[src/sldp_fifo.sv]
`timescale 1ns / 1ps

module sldp_fifo #(
  parameter int unsigned DEPTH  = 8,
  parameter int unsigned DATA_W = 7
) (
  input  logic              clk,
  input  logic              rst_n,
  input  logic              push,
  input  logic [DATA_W-1:0] push_data,
  output logic              out_valid,
  input  logic              out_stall,
  output logic [DATA_W-1:0] out_data
);

  localparam int unsigned PW = (DEPTH > 1) ? $clog2(DEPTH) : 1;
  localparam int unsigned CW = $clog2(DEPTH + 1);

  logic [DATA_W-1:0] mem_r [DEPTH];
  logic [PW-1:0]     wr_ptr_r;
  logic [PW-1:0]     rd_ptr_r;
  logic [CW-1:0]     count_r;
  logic [CW-1:0]     count_nxt;
  logic              pop;

  assign out_valid = (count_r != '0);
  assign out_data  = mem_r[rd_ptr_r];
  assign pop       = out_valid && !out_stall;

  always_comb begin
    count_nxt = count_r;
    if (push && !pop) begin
      count_nxt = count_r + CW'(1);
    end else if (pop && !push) begin
      count_nxt = count_r - CW'(1);
    end
  end

  always_ff @(posedge clk) begin
    if (!rst_n) begin
      wr_ptr_r <= '0;
      rd_ptr_r <= '0;
      count_r  <= '0;
    end else begin
      count_r <= count_nxt;
      if (push) begin
        wr_ptr_r <= (32'(wr_ptr_r) == DEPTH - 1) ? '0 : wr_ptr_r + PW'(1);
      end
      if (pop) begin
        rd_ptr_r <= (32'(rd_ptr_r) == DEPTH - 1) ? '0 : rd_ptr_r + PW'(1);
      end
    end
  end

  always_ff @(posedge clk) begin
    if (push) begin
      mem_r[wr_ptr_r] <= push_data;
    end
  end

endmodule

[config.mk]
export PLATFORM = sky130hd
export DESIGN_NAME = sldp_fifo
export DESIGN_NICKNAME = d
export VERILOG_FILES = /design/src/sldp_fifo.sv
export SDC_FILE = /design/constraint.sdc
export NUM_CORES = 1
export LEC_CHECK = 0
export ABC_AREA = 0
export BUFFER_PORTS_ARGS = -buffer_cell sky130_fd_sc_hd__buf_2
export CAP_MARGIN = 20
export CORE_ASPECT_RATIO = 0.7
export CORE_MARGIN = 5
export CORE_UTILIZATION = 53
export CTS_CLUSTER_DIAMETER = 150
export DETAILED_ROUTE_END_ITERATION = 10
export HOLD_SLACK_MARGIN = 0.08
export PLACE_DENSITY = 0.75
export SLEW_MARGIN = 40
export SYNTH_ARGS = -nofsm -noshare
export SYNTH_HDL_FRONTEND = slang
export SYNTH_SLANG_ARGS = --single-unit
[constraint.sdc]
create_clock -name clk -period 2.2 [get_ports clk]
set_input_delay 0.22 -clock clk [delete_from_list [all_inputs] [get_ports clk]]
set_output_delay 0.22 -clock clk [all_outputs]
set_load 0.02 [all_outputs]
==> metrics.md, run 1 <==
| Metric | Value |
|---|---|
| Share of cells above drive strength 1 | `0.3571` |
| Chip width | `a little under 100 um` |
| Buf/Inv on CP | `2` |
| H-tree levels | `3` |
| Hold Violations, Final | `0` |
| Met2 usage | `0.2286` |
| Syn avg cell area | `about 19 sq um` |
| Fmax | `447.2 MHz` |
| Status | `finished with violations` |
| Antenna cells | `0` |
| Fill count | `around 340` |
| NetSw | `955.4 uW` |
| Slew @ Worst Pin | `0.4073 ns` |
| Clock buffer depth | `2` |
| Commonest cells in the netlist | `56 x edfxtp_1, 14 x mux4_1, 13 x dfxtp_1` |
| Power after layout | `3502 uW` |
| Fin crit share | `1.016` |
| Cell area after layout | `3353 sq um` |
| Core area | `between 5000 and 6000 sq um` |
| Post-DP Area | `around 3000 sq um` |
| Placed insts | `approximately 250` |
| Max-cap violations | `0` |
| Vias | `1,422` |
| DRC viols | `0` |
| Clock network fraction of total power | `0.275` |
| Unrepaired setup endpoints after global routing | `yes` |
| Die ar. | `6919 sq um` |
| Setup violators final | `1` |
| Yosys cell types | `25` |
| CP max stage delay | `0.53 ns` |
| First-pass GRT wire length | `7279 um` |
| Reg power frac | `0.445` |
| Synth area leaders | `edfxtp_1 59%, mux4_1 13%, dfxtp_1 9.2%` |
| Reg2Reg Launch Point | `count_r[0]` |
| Crit-path cells | `or4_4, nor2b_4, inv_2, ha_4, inv_6, ha_4, a21oi_4, a211oi_2, a31oi_1, mux2i_1` |
| Worst Path Required | `2.45 ns` |
| P&R area growth vs syn | `18.58%` |
| Num ports | `19` |
| Synth warn | `0` |
| Slew HR | `0.7281` |
| CP delay by family, top | `simple AND/OR/NAND/NOR gates` |
| # rows | `22` |
| Total clock sinks | `between 60 and 70` |
| Number of nets in the layout | `210` |
| Yosys reg bits | `69` |
| Drt first pass iters | `4` |
| VDD IR max | `0.0006072 V` |
| Pin count of the biggest net entering global routing | `15` |
| Mapped Area | `approximately 2800 sq um` |
| Synth Net Count | `170` |
| CP Class | `reg -> reg` |
| Failing checks | `negative setup slack` |
| Data arrival time of the critical path | `2.49 ns` |
| CTS tree | `done` |
| Synth Instances | `151` |
| Final worst path period need | `2.236 ns` |
| PwrDens | `1044 nW/um^2` |
| Antenna Nets Post-Route | `0` |
| HP Start | `push_data[1]` |
| CP startpoint kind | `register` |
| Gpl congestion | `0.7248` |
| Seq/Total Area, Yosys | `0.6867` |
| WL per Instance | `17.74 um` |
| Busiest grt layer | `met2` |
| Min-delay worst type | `in -> reg` |
| Most frequent cell after synthesis | `edfxtp_1` |
| Primary FF master, synth | `edfxtp_1` |
| Switching share of power | `0.2729` |
| Vias in the first global route | `1,424` |
| Combinational Power Share | `0.280` |
| DRT iter0 DRCs | `150` |
| Crit. End Element | `register` |
| GR Layer Usage met1 | `0.1852` |
| Starting density of the core | `0.5435` |
| Clock slew at reported path FFs | `0.07 ns` |
| Initial antenna violation count | `0` |
| Number of synthesized flops with an enable pin | `56` |
| Cts bufs inserted | `9` |
| Leakage | `0.001201 uW` |
| Post-DP HPWL | `3076 um` |
| Synth area leader | `edfxtp_1` |
| Overall routing resource usage | `0.1429` |
| Via/cell ratio | `5.306` |
| Post-Layout Cell Count | `268` |
| Worst Path Max Fanout | `4` |
| CTS root buffer | `clkbuf_8` |
| Top-area cell type share of the netlist area | `0.5947` |
| Ys async rst share | `0` |
| PortBufs | `18` |
| Clock latency on the worst-skew pair | `between 0.3 and 0.4 ns` |
| Die Span Y | `71.11 um` |
| Crit path from | `count_r[0]` |
| Final WL | `4755 um` |
| Internal power | `between 2000 and 3000 uW` |
| Crit-path most repeated cell | `ha_4` |
| Met3 Track Usage GR | `0.04532` |
| Crit-path slowest cell | `or4_4` |
| Final Worst Setup Slack | `-0.03595 ns` |
| Setup Skew | `0.003418 ns` |
| Overflow after GRT | `0` |
| Pins over their slew limit | `0` |
## power groups by stage
stage | combinational [uW] | sequential, uW | clock (uW)
3_3_place_gp | 785 | 1580 | 0
4_1_cts | 882 | 1550 | 982
2_1_floorplan | 654 | 1570 | 0
5_1_grt | 1070 | 1570 | 1050
3_5_place_dp | 835 | 1580 | 0
6_report | 980 | 1560 | 962
## layout by cell type (no fill, tap or decap), types with 2 or more instances in the layout
cell type and instances:
and2_1 3, buf_2 18, buf_4 16, clkbuf_8 9, clkinv_2 2, clkinvlp_4 2, dfxtp_1 10, dfxtp_2 3
edfxtp_1 56, ha_1 5, ha_4 2, mux2_2 7, mux2i_1 7, mux4_1 14, nand2_1 4, nand2b_1 5
nor2_1 8, nor2b_1 6, nor3_1 2, o21ai_0 2, xnor2_1 2
## registers in the layout, summed over array words and instances (netlist names), named ones only
signal	cells
mem_r	56
count_r	4
rd_ptr_r	3
wr_ptr_r	3
## routing by layer
metal	vias up	share of wire	routed length [um]
met2	27	0.49	2346
li1	681	-	-
met5	-	0	0
met4	0	0.0082	39
met3	5	0.037	178
met1	709	0.46	2191
## through the flow
stage                 TNS, ns    util  hold slack, ns  worst slack [ns]
floorplan                   0       -          0.3189          0.002907
global placement            0  0.5904          0.4545           0.05110
detailed placement    -0.1806  0.5904          0.4754           -0.1089
CTS                 -0.009559  0.6332          0.1459         -0.009559
global route          -0.1946  0.6445          0.1482           -0.1481
finish               -0.03595  0.6445          0.1519          -0.03595
## what timing repair did
| item | 4_1_cts | 5_1_grt |
|---|---|---|
| endpoints found under the setup margin | 2 | 7 |
| setup buffers | 2 | 4 |
| resized for setup | 5 | 8 |
| hold buffers | 0 | 0 |
| pin swaps | 1 | 5 |
## layout make-up
cell class,instances,area [sq um],share of cell area
tap,72,90.09,0.02687
timing repair buffer,35,221.5,0.06604
multi-input combinational,74,892.1,0.2660
inverter,2,12.51,0.003731
clock inverter,6,63.81,0.01903
clock buffer,10,127.6,0.03806
sequential,69,1946,0.5802
## cells by family after synthesis
logic type | synth area share
adder cells (fa/ha/maj) | 0.03805
XOR/XNOR | 0.006196
flip-flops | 0.6867
AO/OA/AOI/OAI | 0.01018
AND/OR/NAND/NOR | 0.05708
buffers and inverters | 0.01903
multiplexers | 0.1827
## path summary, 6_finish.rpt
check | end | slack, ns | cells past startpoint
min reg2reg | count_r[3] | 0.48 | 2
min | mem_r[7][1] | 0.15 | 1
max | count_r[3] | -0.04 | 10
max reg2reg | count_r[3] | -0.04 | 10
No activity file was read; power rests on OpenSTA's default activity.
==> inputs of run 2 (changes only) <==
--- a/config.mk
+++ b/config.mk
@@ -14,6 +14,7 @@
 export CTS_CLUSTER_DIAMETER = 150
 export DETAILED_ROUTE_END_ITERATION = 10
 export HOLD_SLACK_MARGIN = 0.08
+export MAX_ROUTING_LAYER = met4
 export PLACE_DENSITY = 0.75
 export SLEW_MARGIN = 40
 export SYNTH_ARGS = -nofsm -noshare
==> metrics.md, run 2 (same netlist as run 1, synthesis figures left out) <==
| Metric | Value |
|---|---|
| Status | `finished with violations` |
| Failing checks | `negative setup slack` |
| Internal power | `2545 uW` |
| Fmax | `approximately 440 MHz` |
| Post-Layout Cell Count | `about 270` |
| Antenna Nets Post-Route | `0` |
| Share of cells above drive strength 1 | `0.3571` |
| Final Worst Setup Slack | `-0.04798 ns` |
| Setup Skew | `around 0.0054 ns` |
| Utilization after layout | `0.6445` |
| Max-cap violations | `0` |
| Hold-fix buffers at CTS | `0` |
| Switching share of power | `0.2731` |
| DRC viols | `0` |
| Overall routing resource usage | `0.1475` |
| WL per Instance | `17.74 um` |
| Most flop-heavy register | `mem_r` |
| Fin crit share | `1.022` |
| Number of nets in the layout | `210` |
| Num ports | `19` |
| Reg power frac | `0.446` |
| Setup TNS | `-0.04798 ns` |
| Largest registers | `mem_r x56, count_r x4` |
| CP Class | `reg -> reg` |
| Via/cell ratio | `5.310` |
| Clock network fraction of total power | `0.275` |
| Final WL | `4754 um` |
| Commonest non-fill, non-tap cells in the layout | `56 x edfxtp_1, 18 x buf_2, 16 x buf_4, 14 x mux4_1, 10 x dfxtp_1` |
| Slew HR | `0.7312` |
| Unrepaired setup endpoints after global routing | `yes` |
| Drt first pass iters | `5` |
| VDD IR max | `0.0006080 V` |
| # rows | `22` |
| P&R area growth vs syn | `18.58%` |
| Initial antenna violation count | `0` |
| Core area | `5202 sq um` |
| NetSw | `956.1 uW` |
| Placed insts | `approximately 250` |
| Worst Path Max Fanout | `4` |
| Starting density of the core | `0.5435` |
| Leakage | `approximately 0.0012 uW` |
| Fill count | `344` |
| Die Span Y | `71.11 um` |
| Hold Slack | `0.1516 ns` |
| Vias | `between 1k and 1.5k` |
| Commonest non-fill, non-tap cell in the layout | `edfxtp_1` |
| Total clock sinks | `69` |
| Worst Path Required | `2.45 ns` |
| Min-delay worst type | `in -> reg` |
| Setup violators final | `1` |
| Gpl congestion | `around 0.73` |
| Slew @ Worst Pin | `0.4027 ns` |
| DRT iter0 DRCs | `125` |
| Cts bufs inserted | `9` |
| Combinational Power Share | `0.279` |
| CP startpoint kind | `register` |
| Crit. End Element | `register` |
| Pin count of the biggest net entering global routing | `15` |
| CTS tree | `done` |
| Hold Violations, Final | `0` |
| PwrDens | `1044 nW/um^2` |
| Post-DP HPWL | `between 3000 and 4000 um` |
| Final worst path period need | `2.248 ns` |
| Clock buffer depth | `2` |
| Overflow after GRT | `0` |
| PortBufs | `18` |
| Clock slew at reported path FFs | `0.07 ns` |
| Data arrival time of the critical path | `2.50 ns` |
| Die ar. | `6919 sq um` |
| Clock latency on the worst-skew pair | `around 0.33 ns` |
| H-tree levels | `3` |
| Post-place setup slack | `-0.1089 ns` |
| Max reg flops | `between 50 and 60` |
| Chip width | `just under 100 um` |
| Antenna cells | `0` |
| Vias in the first global route | `1,428` |
| CTS root buffer | `clkbuf_8` |
| First-pass GRT wire length | `7272 um` |
| Pins over their slew limit | `0` |
## run 2: cell counts in the layout (fill, tap and decap cells not counted)
No cell type changed its count.
## run 2: layout make-up
class	instances	area, sq um	share of cell area
Clock buffer	10	127.6	0.03806
Clock inverter	6	63.81	0.01903
Inverter	2	12.51	0.003731
Multi-Input combinational cell	74	892.1	0.2660
Sequential cell	69	1946	0.5802
Tap cell	72	90.09	0.02687
Timing Repair Buffer	35	221.5	0.06604
## run 2: power by group through the flow
stage / Clock [uW] / Combinational, uW / Sequential, uW
floorplan: 0 / 654 / 1570
global placement: 0 / 785 / 1580
detailed placement: 0 / 835 / 1580
CTS: 982 / 882 / 1550
global route: 1050 / 1070 / 1570
finish: 963 / 978 / 1560
## run 2: per-stage QoR
step / area [sq um] / total power, uW
floorplan: 2855 / 2222
global placement: 3072 / 2362
detailed placement: 3072 / 2416
CTS: 3294 / 3419
global route: 3353 / 3691
finish: 3353 / 3501
## run 2: final timing paths
check,start,to,slack (ns),depth (start not counted)
worst min-delay path,push_data[1],mem_r[7][1],0.15,1
worst min register to register,count_r[3],count_r[3],0.48,2
worst max-delay path,count_r[0],count_r[3],-0.05,10
worst max register to register,count_r[0],count_r[3],-0.05,10
## run 2: critical path: stages (launching register included)
cell and delay (ns):
dfxtp_2 0.32, or4_4 0.53, nor2b_4 0.15, inv_2 0.06, ha_4 0.15, inv_6 0.05, ha_4 0.25, a21oi_4 0.14
a211oi_2 0.08, a31oi_1 0.21, mux2i_1 0.22
## run 2: what timing repair did
action / in CTS / in global routing
endpoints found under the setup margin: 2 / 7
gates resized for setup: 5 / 8
gates cloned: 0 / 0
buffers inserted: 2 / 4
pin swaps: 1 / 5
## run 2: metal layers
metal	GRT usage	share of wire	up-vias
met5	-	0	-
met4	0.05530	0.0076	0
met3	0.04532	0.039	4
met2	0.2286	0.49	28
met1	0.1852	0.46	711
li1	-	-	680
